[src/design/dan_pkg.sv]
// Shared types, weights and divider constants for the duration accumulate/normalize block
package dan_pkg;

	// Operation classes decoded from the opcode field
	typedef enum logic [1:0] {
		OP_LOAD = 2'd0,
		OP_ADD  = 2'd1,
		OP_CMP  = 2'd2,
		OP_NOP  = 2'd3
	} op_t;

	// One signed calendar duration
	typedef struct packed {
		logic               neg;
		logic signed [15:0] weeks;
		logic signed [15:0] days;
		logic signed [15:0] hours;
		logic signed [15:0] minutes;
		logic signed [15:0] seconds;
	} dur_t;

	// One queued transaction
	typedef struct packed {
		op_t  op;
		dur_t dur;
	} entry_t;

	// Default depth of the queue between front and back
	localparam int QUEUE_DEPTH = 4;

	// Field weights in seconds
	localparam int WEIGHT_WEEK   = 604800;
	localparam int WEIGHT_DAY    = 86400;
	localparam int WEIGHT_HOUR   = 3600;
	localparam int WEIGHT_MINUTE = 60;

	// Exact totals fit in 37 signed bits (five weighted 16-bit fields, then negation)
	localparam int TOT_W = 37;

	// Reciprocal shifts: each covers the largest dividend of its step
	localparam int WEEK_SHIFT = 32;
	localparam int DAY_SHIFT  = 32;
	localparam int HOUR_SHIFT = 17;
	localparam int MIN_SHIFT  = 12;

	// Truncated reciprocals; quotient estimate is low by at most one
	localparam longint RECIP_WEEK = (64'd1 << WEEK_SHIFT) / WEIGHT_WEEK;
	localparam longint RECIP_DAY  = (64'd1 << DAY_SHIFT) / WEIGHT_DAY;
	localparam longint RECIP_HOUR = (64'd1 << HOUR_SHIFT) / WEIGHT_HOUR;
	localparam longint RECIP_MIN  = (64'd1 << MIN_SHIFT) / WEIGHT_MINUTE;

	// Compare result codes
	localparam logic signed [1:0] CMP_LT = -2'sd1;
	localparam logic signed [1:0] CMP_EQ = 2'sd0;
	localparam logic signed [1:0] CMP_GT = 2'sd1;

	// One weighted term of an exact total
	function automatic logic signed [TOT_W-1:0] weigh(input logic signed [15:0] v,
		input int w);
		logic signed [TOT_W-1:0] ext_v;
		logic signed [TOT_W-1:0] ext_w;
		ext_v = TOT_W'(v);
		ext_w = TOT_W'(w);
		return ext_v * ext_w;
	endfunction

	// True when an exact total does not fit 32-bit signed
	function automatic logic out_of_range(input logic signed [TOT_W-1:0] t);
		return !((&t[TOT_W-1:31]) || !(|t[TOT_W-1:31]));
	endfunction

endpackage

[src/design/dan_req_if.sv]
// Input channel: opcode plus one signed duration
interface dan_req_if;
	logic               valid;
	logic               ready;
	logic [1:0]         opcode;
	logic               in_negative;
	logic signed [15:0] in_weeks;
	logic signed [15:0] in_days;
	logic signed [15:0] in_hours;
	logic signed [15:0] in_minutes;
	logic signed [15:0] in_seconds;

	modport source (
		output valid, opcode, in_negative, in_weeks, in_days, in_hours, in_minutes,
			in_seconds,
		input  ready
	);
	modport sink (
		input  valid, opcode, in_negative, in_weeks, in_days, in_hours, in_minutes,
			in_seconds,
		output ready
	);
endinterface

[src/design/dan_rsp_if.sv]
// Result channel: stored duration, its total, compare result and overflow
interface dan_rsp_if;
	logic               valid;
	logic               ready;
	logic               out_negative;
	logic signed [15:0] out_weeks;
	logic signed [15:0] out_days;
	logic signed [15:0] out_hours;
	logic signed [15:0] out_minutes;
	logic signed [15:0] out_seconds;
	logic signed [31:0] total_seconds;
	logic signed [1:0]  compare_result;
	logic               overflow;

	modport source (
		output valid, out_negative, out_weeks, out_days, out_hours, out_minutes,
			out_seconds, total_seconds, compare_result, overflow,
		input  ready
	);
	modport sink (
		input  valid, out_negative, out_weeks, out_days, out_hours, out_minutes,
			out_seconds, total_seconds, compare_result, overflow,
		output ready
	);
endinterface

[src/design/dan_front.sv]
// Front end: accepts transactions, decodes the opcode and stages them for the queue
module dan_front (
	input  logic              clk,
	input  logic              arst_n,
	dan_req_if.sink           req,
	output logic              push_valid,
	output dan_pkg::entry_t   push_data,
	input  logic              push_ready
);

	dan_pkg::entry_t ent_s1;
	logic            ent_valid_s1;
	dan_pkg::op_t    op_dec;
	logic            req_fire;

	// Stage slot is free when empty or draining into the queue this cycle
	assign req.ready  = !ent_valid_s1 || push_ready;
	assign req_fire   = req.valid && req.ready;
	assign push_valid = ent_valid_s1;
	assign push_data  = ent_s1;

	// Opcode decode
	always_comb begin
		case (req.opcode)
			dan_pkg::OP_LOAD: op_dec = dan_pkg::OP_LOAD;
			dan_pkg::OP_ADD:  op_dec = dan_pkg::OP_ADD;
			dan_pkg::OP_CMP:  op_dec = dan_pkg::OP_CMP;
			default:          op_dec = dan_pkg::OP_NOP;
		endcase
	end

	// Stage valid
	always_ff @(posedge clk or negedge arst_n) begin
		if (!arst_n) begin
			ent_valid_s1 <= 1'b0;
		end else if (req_fire) begin
			ent_valid_s1 <= 1'b1;
		end else if (push_ready) begin
			ent_valid_s1 <= 1'b0;
		end
	end

	// Stage payload
	always_ff @(posedge clk) begin
		if (req_fire) begin
			ent_s1.op          <= op_dec;
			ent_s1.dur.neg     <= req.in_negative;
			ent_s1.dur.weeks   <= req.in_weeks;
			ent_s1.dur.days    <= req.in_days;
			ent_s1.dur.hours   <= req.in_hours;
			ent_s1.dur.minutes <= req.in_minutes;
			ent_s1.dur.seconds <= req.in_seconds;
		end
	end

endmodule

[src/design/dan_queue.sv]
// Short queue of decoded transactions between front and back
module dan_queue #(
	parameter int DEPTH = dan_pkg::QUEUE_DEPTH
) (
	input  logic            clk,
	input  logic            arst_n,
	input  logic            push_valid,
	input  dan_pkg::entry_t push_data,
	output logic            push_ready,
	output logic            head_valid,
	output dan_pkg::entry_t head,
	input  logic            pop
);

	localparam int PTR_W = $clog2(DEPTH);
	localparam int CNT_W = $clog2(DEPTH + 1);
	localparam logic [PTR_W-1:0] LAST = PTR_W'(DEPTH - 1);
	localparam logic [CNT_W-1:0] FULL = CNT_W'(DEPTH);

	dan_pkg::entry_t mem_q [DEPTH];
	logic [PTR_W-1:0] wr_ptr_q;
	logic [PTR_W-1:0] rd_ptr_q;
	logic [CNT_W-1:0] count_q;
	logic             push;
	logic             pull;

	assign push_ready = (count_q != FULL);
	assign head_valid = (count_q != '0);
	assign head       = mem_q[rd_ptr_q];
	assign push       = push_valid && push_ready;
	assign pull       = pop && head_valid;

	// Pointers and fill count
	always_ff @(posedge clk or negedge arst_n) begin
		if (!arst_n) begin
			wr_ptr_q <= '0;
			rd_ptr_q <= '0;
			count_q  <= '0;
		end else begin
			if (push) begin
				wr_ptr_q <= (wr_ptr_q == LAST) ? '0 : wr_ptr_q + 1'b1;
			end
			if (pull) begin
				rd_ptr_q <= (rd_ptr_q == LAST) ? '0 : rd_ptr_q + 1'b1;
			end
			if (push && !pull) begin
				count_q <= count_q + 1'b1;
			end else if (pull && !push) begin
				count_q <= count_q - 1'b1;
			end
		end
	end

	// Entry storage
	always_ff @(posedge clk) begin
		if (push) begin
			mem_q[wr_ptr_q] <= push_data;
		end
	end

	// Fill count stays within depth
	assert property (@(posedge clk) disable iff (!arst_n) count_q <= FULL)
		else $error("queue count beyond depth");

	// Pop only takes an entry that is there
	assert property (@(posedge clk) disable iff (!arst_n)
		(pop && !head_valid) |=> $stable(rd_ptr_q))
		else $error("queue read pointer moved on empty pop");

endmodule

[src/design/dan_back.sv]
// Back end: sequencer for load, add with normalize, compare, and the result register
module dan_back (
	input  logic            clk,
	input  logic            arst_n,
	input  logic            head_valid,
	input  dan_pkg::entry_t head,
	output logic            pop,
	dan_rsp_if.source       rsp
);

	localparam int TW = dan_pkg::TOT_W;

	typedef enum logic [3:0] {
		S_FIELDS, S_PROD, S_SUM, S_SIGN, S_CMP,
		S_D1, S_D2, S_D3, S_H1, S_H2, S_H3, S_M1, S_M2, S_M3,
		S_DONE
	} st_t;

	st_t st_q;

	// Stored duration and result register
	dan_pkg::dur_t     dur_q;
	dan_pkg::dur_t     out_q;
	logic signed [31:0] out_total_q;
	logic signed [1:0]  out_cmp_q;
	logic               out_ovf_q;
	logic               rsp_valid_q;

	// Datapath registers
	dan_pkg::dur_t       fld_q;
	logic signed [TW-1:0] pa_q [5];
	logic signed [TW-1:0] pb_q [5];
	logic signed [TW-1:0] ta_q;
	logic signed [TW-1:0] tb_q;
	logic                 ovf_q;
	logic signed [1:0]    cmp_q;
	logic [31:0]          mag_q;
	logic [12:0]          qw_q;
	logic [15:0]          qd_q;
	logic [20:0]          rw_q;
	logic [17:0]          rd_q;
	logic                 wk_hit_q;
	logic [4:0]           qh_q;
	logic [12:0]          rh_q;
	logic [5:0]           qm_q;
	logic [6:0]           rm_q;

	dan_pkg::dur_t        fld_d;
	dan_pkg::dur_t        norm_d;
	dan_pkg::dur_t        new_dur;
	logic [44:0]          pw;
	logic [47:0]          pd;
	logic [22:0]          ph;
	logic [17:0]          pm;
	logic signed [31:0]   wa;
	logic signed [31:0]   wb;
	logic                 out_load;

	assign out_load = (st_q == S_DONE) && (!rsp_valid_q || rsp.ready);
	assign pop      = out_load;

	// Fields that the operation works on
	always_comb begin
		case (head.op)
			dan_pkg::OP_LOAD: begin
				fld_d = head.dur;
			end
			dan_pkg::OP_ADD: begin
				fld_d.neg = dur_q.neg;
				if (head.dur.neg == dur_q.neg) begin
					fld_d.weeks   = dur_q.weeks + head.dur.weeks;
					fld_d.days    = dur_q.days + head.dur.days;
					fld_d.hours   = dur_q.hours + head.dur.hours;
					fld_d.minutes = dur_q.minutes + head.dur.minutes;
					fld_d.seconds = dur_q.seconds + head.dur.seconds;
				end else begin
					fld_d.weeks   = dur_q.weeks - head.dur.weeks;
					fld_d.days    = dur_q.days - head.dur.days;
					fld_d.hours   = dur_q.hours - head.dur.hours;
					fld_d.minutes = dur_q.minutes - head.dur.minutes;
					fld_d.seconds = dur_q.seconds - head.dur.seconds;
				end
			end
			default: begin
				fld_d = dur_q;
			end
		endcase
	end

	// Reciprocal products of the divider steps
	assign pw = 45'(mag_q) * 45'(dan_pkg::RECIP_WEEK);
	assign pd = 48'(mag_q) * 48'(dan_pkg::RECIP_DAY);
	assign ph = 23'(rd_q) * 23'(dan_pkg::RECIP_HOUR);
	assign pm = 18'(rh_q) * 18'(dan_pkg::RECIP_MIN);

	assign wa = ta_q[31:0];
	assign wb = tb_q[31:0];

	// Normalized duration: whole weeks alone, else days/hours/minutes/seconds
	always_comb begin
		norm_d.neg     = ta_q[31];
		norm_d.weeks   = wk_hit_q ? 16'(qw_q) : 16'sd0;
		norm_d.days    = wk_hit_q ? 16'sd0 : 16'(qd_q);
		norm_d.hours   = 16'(qh_q);
		norm_d.minutes = 16'(qm_q);
		norm_d.seconds = 16'(rm_q);
	end

	assign new_dur = (head.op == dan_pkg::OP_ADD) ? norm_d : fld_q;

	// Sequencer state, stored duration and result register
	always_ff @(posedge clk or negedge arst_n) begin
		if (!arst_n) begin
			st_q        <= S_FIELDS;
			dur_q       <= '0;
			out_q       <= '0;
			out_total_q <= '0;
			out_cmp_q   <= dan_pkg::CMP_EQ;
			out_ovf_q   <= 1'b0;
			rsp_valid_q <= 1'b0;
		end else begin
			if (out_load) begin
				rsp_valid_q <= 1'b1;
			end else if (rsp.ready) begin
				rsp_valid_q <= 1'b0;
			end
			case (st_q)
				S_FIELDS: if (head_valid) st_q <= S_PROD;
				S_PROD:   st_q <= S_SUM;
				S_SUM:    st_q <= S_SIGN;
				S_SIGN:   st_q <= S_CMP;
				S_CMP:    st_q <= (head.op == dan_pkg::OP_ADD) ? S_D1 : S_DONE;
				S_D1:     st_q <= S_D2;
				S_D2:     st_q <= S_D3;
				S_D3:     st_q <= S_H1;
				S_H1:     st_q <= S_H2;
				S_H2:     st_q <= S_H3;
				S_H3:     st_q <= S_M1;
				S_M1:     st_q <= S_M2;
				S_M2:     st_q <= S_M3;
				S_M3:     st_q <= S_DONE;
				S_DONE: begin
					if (out_load) begin
						st_q        <= S_FIELDS;
						dur_q       <= new_dur;
						out_q       <= new_dur;
						out_total_q <= wa;
						out_cmp_q   <= cmp_q;
						out_ovf_q   <= ovf_q;
					end
				end
				default:  st_q <= S_FIELDS;
			endcase
		end
	end

	// Datapath: weighted totals, then constant dividers for normalize
	always_ff @(posedge clk) begin
		case (st_q)
			S_FIELDS: begin
				fld_q <= fld_d;
			end
			S_PROD: begin
				pa_q[0] <= dan_pkg::weigh(fld_q.weeks, dan_pkg::WEIGHT_WEEK);
				pa_q[1] <= dan_pkg::weigh(fld_q.days, dan_pkg::WEIGHT_DAY);
				pa_q[2] <= dan_pkg::weigh(fld_q.hours, dan_pkg::WEIGHT_HOUR);
				pa_q[3] <= dan_pkg::weigh(fld_q.minutes, dan_pkg::WEIGHT_MINUTE);
				pa_q[4] <= TW'(fld_q.seconds);
				pb_q[0] <= dan_pkg::weigh(head.dur.weeks, dan_pkg::WEIGHT_WEEK);
				pb_q[1] <= dan_pkg::weigh(head.dur.days, dan_pkg::WEIGHT_DAY);
				pb_q[2] <= dan_pkg::weigh(head.dur.hours, dan_pkg::WEIGHT_HOUR);
				pb_q[3] <= dan_pkg::weigh(head.dur.minutes, dan_pkg::WEIGHT_MINUTE);
				pb_q[4] <= TW'(head.dur.seconds);
			end
			S_SUM: begin
				ta_q <= pa_q[0] + pa_q[1] + pa_q[2] + pa_q[3] + pa_q[4];
				tb_q <= pb_q[0] + pb_q[1] + pb_q[2] + pb_q[3] + pb_q[4];
			end
			S_SIGN: begin
				ta_q <= fld_q.neg ? -ta_q : ta_q;
				tb_q <= head.dur.neg ? -tb_q : tb_q;
			end
			S_CMP: begin
				// Compare wrapped totals; overflow per operation
				if (head.op == dan_pkg::OP_CMP) begin
					ovf_q <= dan_pkg::out_of_range(ta_q) || dan_pkg::out_of_range(tb_q);
					cmp_q <= (wa < wb) ? dan_pkg::CMP_LT :
						((wa > wb) ? dan_pkg::CMP_GT : dan_pkg::CMP_EQ);
				end else begin
					ovf_q <= dan_pkg::out_of_range(ta_q);
					cmp_q <= dan_pkg::CMP_EQ;
				end
				// Magnitude of the wrapped total; the most negative value maps to 2^31
				mag_q <= wa[31] ? (~32'(wa) + 32'd1) : 32'(wa);
			end
			S_D1: begin
				qw_q <= pw[44:32];
				qd_q <= pd[47:32];
			end
			S_D2: begin
				rw_q <= 21'(mag_q - 32'(qw_q) * 32'(dan_pkg::WEIGHT_WEEK));
				rd_q <= 18'(mag_q - 32'(qd_q) * 32'(dan_pkg::WEIGHT_DAY));
			end
			S_D3: begin
				// Estimates are low by at most one
				if (rw_q >= 21'(dan_pkg::WEIGHT_WEEK)) begin
					qw_q     <= qw_q + 13'd1;
					wk_hit_q <= (rw_q == 21'(dan_pkg::WEIGHT_WEEK));
				end else begin
					wk_hit_q <= (rw_q == '0);
				end
				if (rd_q >= 18'(dan_pkg::WEIGHT_DAY)) begin
					qd_q <= qd_q + 16'd1;
					rd_q <= rd_q - 18'(dan_pkg::WEIGHT_DAY);
				end
			end
			S_H1: begin
				qh_q <= 5'(ph >> dan_pkg::HOUR_SHIFT);
			end
			S_H2: begin
				rh_q <= 13'(rd_q - 18'(qh_q) * 18'(dan_pkg::WEIGHT_HOUR));
			end
			S_H3: begin
				if (rh_q >= 13'(dan_pkg::WEIGHT_HOUR)) begin
					qh_q <= qh_q + 5'd1;
					rh_q <= rh_q - 13'(dan_pkg::WEIGHT_HOUR);
				end
			end
			S_M1: begin
				qm_q <= 6'(pm >> dan_pkg::MIN_SHIFT);
			end
			S_M2: begin
				rm_q <= 7'(rh_q - 13'(qm_q) * 13'(dan_pkg::WEIGHT_MINUTE));
			end
			S_M3: begin
				if (rm_q >= 7'(dan_pkg::WEIGHT_MINUTE)) begin
					qm_q <= qm_q + 6'd1;
					rm_q <= rm_q - 7'(dan_pkg::WEIGHT_MINUTE);
				end
			end
			default: begin
			end
		endcase
	end

	assign rsp.valid          = rsp_valid_q;
	assign rsp.out_negative   = out_q.neg;
	assign rsp.out_weeks      = out_q.weeks;
	assign rsp.out_days       = out_q.days;
	assign rsp.out_hours      = out_q.hours;
	assign rsp.out_minutes    = out_q.minutes;
	assign rsp.out_seconds    = out_q.seconds;
	assign rsp.total_seconds  = out_total_q;
	assign rsp.compare_result = out_cmp_q;
	assign rsp.overflow       = out_ovf_q;

	// Sequencer waits for work when the queue is empty
	assert property (@(posedge clk) disable iff (!arst_n)
		(st_q == S_FIELDS && !head_valid) |=> st_q == S_FIELDS)
		else $error("sequencer started without a queued transaction");

	// An entry leaves the queue only when its result is registered
	assert property (@(posedge clk) disable iff (!arst_n)
		pop |-> (st_q == S_DONE && head_valid))
		else $error("queue popped outside result write");

	// A normalized add leaves hours, minutes and seconds in their ranges
	assert property (@(posedge clk) disable iff (!arst_n)
		(out_load && head.op == dan_pkg::OP_ADD) |=>
		(dur_q.hours >= 0 && dur_q.hours < 24 && dur_q.minutes >= 0 &&
		dur_q.minutes < 60 && dur_q.seconds >= 0 && dur_q.seconds < 60))
		else $error("normalized fields out of range");

endmodule

[src/design/duration_accumulate_normalize.sv]
// Path from input to result: the front stage register, the queue, then the back sequencer,
// whose first state reads the queue head; add also runs the divider states after compare.
// The back sequencer works one transaction at a time; the front keeps accepting while the
// queue has room.
// Reset (arst_n low, asynchronous): stored duration cleared to zero, queue emptied,
// no result pending.
module duration_accumulate_normalize #(
	parameter int QUEUE_DEPTH = dan_pkg::QUEUE_DEPTH
) (
	input  logic      clk,
	input  logic      arst_n,
	dan_req_if.sink   req,
	dan_rsp_if.source rsp
);

	logic            push_valid;
	logic            push_ready;
	dan_pkg::entry_t push_data;
	logic            head_valid;
	dan_pkg::entry_t head;
	logic            pop;

	// Accept and decode
	dan_front u_front (
		.clk        (clk),
		.arst_n     (arst_n),
		.req        (req),
		.push_valid (push_valid),
		.push_data  (push_data),
		.push_ready (push_ready)
	);

	// Decoupling queue
	dan_queue #(
		.DEPTH (QUEUE_DEPTH)
	) u_queue (
		.clk        (clk),
		.arst_n     (arst_n),
		.push_valid (push_valid),
		.push_data  (push_data),
		.push_ready (push_ready),
		.head_valid (head_valid),
		.head       (head),
		.pop        (pop)
	);

	// Execute and report
	dan_back u_back (
		.clk        (clk),
		.arst_n     (arst_n),
		.head_valid (head_valid),
		.head       (head),
		.pop        (pop),
		.rsp        (rsp)
	);

endmodule
[src/flat_wrapper.sv]
// flat-port wrapper written by rule: the top's interface ports become plain ports
module duration_accumulate_normalize_flat 
#(
	parameter int QUEUE_DEPTH = dan_pkg::QUEUE_DEPTH
)
  (clk, arst_n, req_valid, req_opcode, req_in_negative, req_in_weeks, req_in_days, req_in_hours, req_in_minutes, req_in_seconds, req_ready, rsp_valid, rsp_out_negative, rsp_out_weeks, rsp_out_days, rsp_out_hours, rsp_out_minutes, rsp_out_seconds, rsp_total_seconds, rsp_compare_result, rsp_overflow, rsp_ready);
  dan_req_if req_i ();
  dan_rsp_if rsp_i ();
  input  logic clk;
  input  logic arst_n;
  input wire logic [$bits(req_i.valid)-1:0] req_valid;
  input wire logic [$bits(req_i.opcode)-1:0] req_opcode;
  input wire logic [$bits(req_i.in_negative)-1:0] req_in_negative;
  input wire logic [$bits(req_i.in_weeks)-1:0] req_in_weeks;
  input wire logic [$bits(req_i.in_days)-1:0] req_in_days;
  input wire logic [$bits(req_i.in_hours)-1:0] req_in_hours;
  input wire logic [$bits(req_i.in_minutes)-1:0] req_in_minutes;
  input wire logic [$bits(req_i.in_seconds)-1:0] req_in_seconds;
  output wire logic [$bits(req_i.ready)-1:0] req_ready;
  output wire logic [$bits(rsp_i.valid)-1:0] rsp_valid;
  output wire logic [$bits(rsp_i.out_negative)-1:0] rsp_out_negative;
  output wire logic [$bits(rsp_i.out_weeks)-1:0] rsp_out_weeks;
  output wire logic [$bits(rsp_i.out_days)-1:0] rsp_out_days;
  output wire logic [$bits(rsp_i.out_hours)-1:0] rsp_out_hours;
  output wire logic [$bits(rsp_i.out_minutes)-1:0] rsp_out_minutes;
  output wire logic [$bits(rsp_i.out_seconds)-1:0] rsp_out_seconds;
  output wire logic [$bits(rsp_i.total_seconds)-1:0] rsp_total_seconds;
  output wire logic [$bits(rsp_i.compare_result)-1:0] rsp_compare_result;
  output wire logic [$bits(rsp_i.overflow)-1:0] rsp_overflow;
  input wire logic [$bits(rsp_i.ready)-1:0] rsp_ready;
  assign req_i.valid = req_valid;
  assign req_i.opcode = req_opcode;
  assign req_i.in_negative = req_in_negative;
  assign req_i.in_weeks = req_in_weeks;
  assign req_i.in_days = req_in_days;
  assign req_i.in_hours = req_in_hours;
  assign req_i.in_minutes = req_in_minutes;
  assign req_i.in_seconds = req_in_seconds;
  assign req_ready = req_i.ready;
  assign rsp_valid = rsp_i.valid;
  assign rsp_out_negative = rsp_i.out_negative;
  assign rsp_out_weeks = rsp_i.out_weeks;
  assign rsp_out_days = rsp_i.out_days;
  assign rsp_out_hours = rsp_i.out_hours;
  assign rsp_out_minutes = rsp_i.out_minutes;
  assign rsp_out_seconds = rsp_i.out_seconds;
  assign rsp_total_seconds = rsp_i.total_seconds;
  assign rsp_compare_result = rsp_i.compare_result;
  assign rsp_overflow = rsp_i.overflow;
  assign rsp_i.ready = rsp_ready;
  duration_accumulate_normalize #(.QUEUE_DEPTH(QUEUE_DEPTH)) u_core (.clk(clk), .arst_n(arst_n), .req(req_i), .rsp(rsp_i));
endmodule
[config.mk]
export PLATFORM = sky130hd
export DESIGN_NAME = duration_accumulate_normalize_flat
export DESIGN_NICKNAME = d
export VERILOG_FILES = /design/src/design/dan_pkg.sv /design/src/design/dan_req_if.sv /design/src/design/dan_rsp_if.sv /design/src/design/dan_front.sv /design/src/design/dan_queue.sv /design/src/design/dan_back.sv /design/src/design/duration_accumulate_normalize.sv /design/src/flat_wrapper.sv
export SDC_FILE = /design/constraint.sdc
export NUM_CORES = 2
export LEC_CHECK = 0
export BUFFER_PORTS_ARGS = -buffer_cell sky130_fd_sc_hd__buf_2
export CORE_ASPECT_RATIO = 1.4
export CORE_MARGIN = 2
export CORE_UTILIZATION = 40
export CTS_BUF_LIST = sky130_fd_sc_hd__clkbuf_4 sky130_fd_sc_hd__clkbuf_8 sky130_fd_sc_hd__clkbuf_16
export DETAILED_ROUTE_END_ITERATION = 10
export HOLD_SLACK_MARGIN = 0.12
export MAX_ROUTING_LAYER = met4
export PLACE_DENSITY_LB_ADDON = 0.25
export RECOVER_POWER = 100
export SLEW_MARGIN = 40
export SYNTH_ARGS = -nofsm -noshare
export SYNTH_HDL_FRONTEND = slang
export SYNTH_SLANG_ARGS = --single-unit
export TNS_END_PERCENT = 5
[constraint.sdc]
create_clock -name clk -period 37.7 [get_ports clk]
set_clock_uncertainty 0.15 [all_clocks]
set_input_delay 7.54 -clock clk [delete_from_list [all_inputs] [get_ports clk]]
set_output_delay 7.54 -clock clk [all_outputs]
set_load 0.005 [all_outputs]
Word level (Yosys, flattened, before mapping)
Memories as Yosys holds them, arrays and structs flattened. Index checks and enable logic that the tools add are counted.

Add/sub/neg operators: 36. Multipliers: 16. $lt $le $gt $ge: 6. Equality and inequality tests: 31. Mux-type cells: 45. Bitwise operators: 1. Reduce and logical (&&, ||, !) cells: 49.

Operators by type and width (count): $add A37 B37 Y37 (8); $pmux W81 S2 (1); $pmux W37 S2 (2); $mux W81 (1); $add A16 B16 Y16 (5); $mux W80 (1); $sub A16 B16 Y16 (5); $mux W37 (2); $neg A37 Y37 (2); $mul A16 B14 Y30 const B (2); $pmux W4 S15 (1); $mul A16 B11 Y27 const B (2); $pmux W13 S2 (2); $mul A16 B9 Y25 const B (2); $mul A32 B15 Y47 const B (1); $mul A32 B13 Y45 const B (1); $mul A16 B5 Y21 const B (2); $mux W13 (3); $pmux W18 S2 (1); $add A32 B1 Y32 const B (1); $gt A32 B32 Y1 (1); $lt A32 B32 Y1 (1); $mux W16 (2); $not A32 Y32 (1); other kinds (60) (134).

Flip-flop bits (word level): 502. Memory bits (writable): 702. Output and inout port bits: 118. Word-level logic and storage cells: 230. Memories kept: 3.

Memories: u_core.u_queue.mem_q (depth 4, width 83, read ports 1, clocked after Yosys merged registers in 0, wr ports 1, RTL line dan_queue.sv:20) `dan_pkg::entry_t mem_q [DEPTH];`; u_core.u_back.pa_q (depth 5, width 37, read ports 5, clocked after Yosys merged registers in 0, wr ports 5, RTL line dan_back.sv:31) `logic signed [TW-1:0] pa_q [5];`; u_core.u_back.pb_q (depth 5, width 37, read ports 5, clocked after Yosys merged registers in 0, wr ports 5, RTL line dan_back.sv:32) `logic signed [TW-1:0] pb_q [5];`.

Longest topological paths before layout
Word-level depth: 7. Gate-level depth with buffers: 29. Depth with buffers taken out: 23.

Cells and area by module
A second synthesis with hierarchy kept.

Cell total of the unflattened synthesis: 8634. Area total of the unflattened synthesis: 95828.2 um2.

Modules (own cells, without submodules): dan_back (times used 1, cells each 8075, area each 80853.8 um2); dan_queue (times used 1, cells each 470, area each 12420.7 um2); dan_front (times used 1, cells each 89, area each 2553.7 um2).

Worst setup path after synthesis
Ideal clock, no wire load.

Path kind: flip-flop to flip-flop. Start point: register u_core.u_back.st_q[2]. End point: memory u_core.u_back.pa_q[0][100] in the netlist's numbering (enable). Setup time: 1.128 ns. Data arrival time: 16.908 ns. Data required time: 36.422 ns. Slack: 19.514 ns. Cell stages (with the launch flop): 4. Buffers on the path: 2. Clock period less this slack: 18.186 ns. Cells stage by stage: dfrtp_1 clkbuf_1 clkbuf_1 nor3_1.

RTL lines: start: declaration (RTL line dan_back.sv:19) `st_t st_q;`; start signal: assignment (RTL line dan_back.sv:132) `S_CMP: st_q <= (head.op == dan_pkg::OP_ADD) ? S_D1 : S_DONE;`; end: declaration (RTL line dan_back.sv:31).

Final worst setup path
Start point: input port rsp_ready. End point: register u_core.u_back.out_q, in the netlist u_core.u_back.rsp.out_weeks[0].

Longest elaborated chain between the ends: 3.

RTL lines: start: declaration (RTL line flat_wrapper.sv:30) `input wire logic [$bits(rsp_i.ready)-1:0] rsp_ready;`; $logic_or A1 B1 Y1 (RTL line dan_back.sv:59) `assign out_load = (st_q == S_DONE) && (!rsp_valid_q || rsp.ready);`; $logic_and A1 B1 Y1 (RTL line dan_back.sv:59); $reduce_and A2 Y1 (no source line); end signal: assignment (RTL line dan_back.sv:146) `out_q <= new_dur;`; end: declaration (RTL line dan_back.sv:23) `dan_pkg::dur_t out_q;`.

Every way passes these cells. A chain may end at the register's enable or synchronous reset.

==> results.cfg <==
[logic_synthesis]
netlist_instances = 8566
synthFlopType = edfxtp_1
yosysWarnings = 0
yosysTopAreaCell = edfxtp_1
synth_fp_nets = 10800
synth-edff-count = 943
syn_area_per_cell_um2 = 11.1
synth_top_area_share_pct = 29.7
synth.distinct_cells = 80
synth_area_mm2 = 0.0953
synth.ff_latch_count = 1072
synth.area.top_cells = edfxtp_1, fa_1, ha_1, inv_1, xnor2_1
synth.yosys.seq_area_share_pct = 33.1
async_flop_share_pct = 12.0

[route]
firstDrtPassIters = 6
wire_per_inst_um = 21.9
ant_nets = 0
drt_iter0_drc = 3410
via_per_inst = 5.20
wl_um = 263000
drcViolationCount = 0
num_vias = 62500

[setup_path]
cp_slowest_cell = clkbuf_1
crit_type = in -> reg
critPathMaxStageDelay_ns = 2.50
crit_buf_inv = 3
path_delay_family = buffers and inverters
critPathCaptureType = flop
cp-start-kind = input pin
arrival_ns = 13.90
critical_path_required_ns = 38.00
cp_cell_sequence = buf_2 > nand2b_1 > nand2_1 > clkbuf_1 > clkbuf_1 > o21ai_0
path_max_fanout = 68
cp_common_cell = clkbuf_1

[timing]
setup_violations = 0
min_period_ns = 13.61
fin_setup_tns_ns = 0
slew_violations = 1738
fmax_ghz = 0.0735
finalHoldViolCount = 0
min_period_over_period_pct = 36.1
tightestPinTransition_ns = 3.71
slew_headroom_pct = -147
rsz0062_at_grt = false

[cts]
cts_buffer_depth = 3
cts_tree = done
cts_root_buf = clkbuf_16
clkLatencyLatePin_ns = 0.79
cts.clk_slew.worst_paths_ns = 0.06
post-cts-setup-buffer-count = 0
cts_sinks = 1072
h-tree-depth = 3
cts_buffers = 112
post_cts_resized = 0
hold_buffers = 0

[global_routing]
grt_pass1_vias = 66400
grt_first_pass_wirelength_um = 400000
track_usage_pct = 22.5
antenna_found_initial = 12
grt_overflow_total = 0
grt_max_degree = 75

[place]
io_buffers = 204
dp.final_hpwl_um = 217000
globalplace.congestion = 0.930

[die]
coreArea_mm2 = 0.238
die_x_um = 417
start_util_pct = 40.1
die_area_mm2 = 0.242
die_y_um = 582
boundaryPins = 205
rows = 212

[final_layout]
multi_input_area_mm2 = 0.0576
fill_cells = 22500
regArea_mm2 = 0.0315
drive_above_1_share_pct = 5.74
syn_to_final_growth_pct = 8.94
fin_nets = 11100

[status]
status = complete, but fails checks
violations = capacitance limit, slew limit

[job]
maxCapViolations = 39

[hold_path]
hp-class = reg -> reg
## cells by family (layout without fill, tap and decap cells)
| logic type | after synthesis | after routing | share of synthesized area (%) |
|---|---|---|---|
| other | 1 | 8 | 0.00394 |
| muxes | 189 | 189 | 3.13 |
| AOI/OAI and AO/OA | 1379 | 1379 | 8.81 |
| buffers and inverters | 1647 | 1980 | 6.50 |
| xor gates and xnor gates | 635 | 635 | 5.84 |
| DFF | 1072 | 1072 | 33.1 |
| and+or+nand+nor | 1466 | 1466 | 7.30 |
| adders and majority gates | 2177 | 2177 | 35.3 |
## synth_stat cells, drive strengths merged, types with 19 or more instances
cell	count
clkbuf	115
nor2	345
a31oi	44
mux4	82
or3	58
mux2	50
nand3	103
a21oi	420
a21o	141
nor3b	20
inv	1500
nor3	107
nand4	35
a211oi	44
xor2	195
dfrtp	129
a21boi	25
nor2b	59
o21a	48
or2	19
buf	31
edfxtp	943
ha	1321
fa	856
nand2b	75
xnor2	440
o21ai	402
nand2	491
mux2i	57
o21bai	64
and3	59
and2	29
o31ai	48
nor4	26
## cell type report
| class | count | share of cell area (%) |
|---|---|---|
| repair buffers | 266 | 1.21 |
| flip-flops and latches | 1072 | 30.4 |
| well taps | 3103 | 3.74 |
| clock buffers | 130 | 2.85 |
| inverters | 1501 | 5.43 |
| multi-input cells | 5847 | 55.5 |
| diodes | 7 | 0.0169 |
| clock inverters | 83 | 0.887 |
## routing by layer
| metal | global-route usage (%) | part of all wire (%) | wire length, µm | vias to the layer above |
|---|---|---|---|---|
| met5 | - | 0 | 0 | - |
| met4 | 8.73 | 4.6 | 12200 | 0 |
| met3 | 2.46 | 3.4 | 9000 | 388 |
| met2 | 41.3 | 53 | 140000 | 1049 |
| met1 | 24.8 | 39 | 101000 | 31400 |
| li1 | - | - | - | 29600 |
## final timing paths
| check | start | cells after the start | slack, ns | end |
|---|---|---|---|---|
| worst max-delay path | rsp_ready | 6 | 24.09 | u_core.u_back.rsp.out_weeks[0] |
| worst min-delay path | u_core.u_back.fld_q[4] | 0 | 0.33 | u_core.u_back.pa_q[0][152] |
| worst max register to register | u_core.u_queue.rd_ptr_q[0] | 7 | 26.10 | u_core.u_back.rsp.out_hours[1] |
| worst min register to register | u_core.u_back.fld_q[4] | 0 | 0.33 | u_core.u_back.pa_q[0][152] |
| max in group asynchronous | arst_n | 2 | 25.45 | u_core.u_back.rsp.overflow |
| min in group asynchronous | arst_n | 1 | 7.45 | u_core.u_back.rsp.out_seconds[13] |
## layout by cell type (no fill, tap or decap), types with 64 or more instances in the layout
cell type  count
a21o_1       141
a21oi_1      420
buf_2        112
clkbuf_1     130
clkbuf_16    113
dfrtp_1      128
edfxtp_1     943
fa_1         856
ha_1        1321
inv_1       1500
mux4_2        81
nand2_1      491
nand2b_1      75
nand3_1      103
nor2_1       343
nor3_1       105
o21ai_0      401
o21bai_1      64
xnor2_1      440
xor2_1       194
## state kept, by name, summed over array words and instances, names as in the netlist, 18 cells and up
signal	cells
u_core.u_back.rd_q	18
u_core.u_back.mag_q	32
u_core.u_back.tb_q	37
u_core.u_queue.mem_q	332
u_core.u_back.ta_q	37
u_core.u_back.rsp.total_seconds	32
u_core.u_back.pa_q	119
u_core.u_back.fld_q	81
u_core.u_front.push_data	83
u_core.u_back.pb_q	119
u_core.u_back.rw_q	21
## stage by stage
stage / util [%] / instances / hold slack (ns) / setup slack, ns / area (µm²)
after floorplan: - / 8566 / 0.276 / 19.51 / 95300
after global placement: 42.2 / 11800 / 0.311 / 27.30 / 100000
after detailed placement: 42.2 / 11800 / 0.326 / 27.23 / 100000
after CTS: 43.8 / 12000 / 0.342 / 28.05 / 104000
after global routing: 43.7 / 12000 / 0.341 / 23.48 / 104000
final: 43.7 / 12000 / 0.327 / 24.09 / 104000
Power is left out: the tool's default activity adds up to more than one toggle a clock period on the data nets, which glitch-free logic cannot reach.
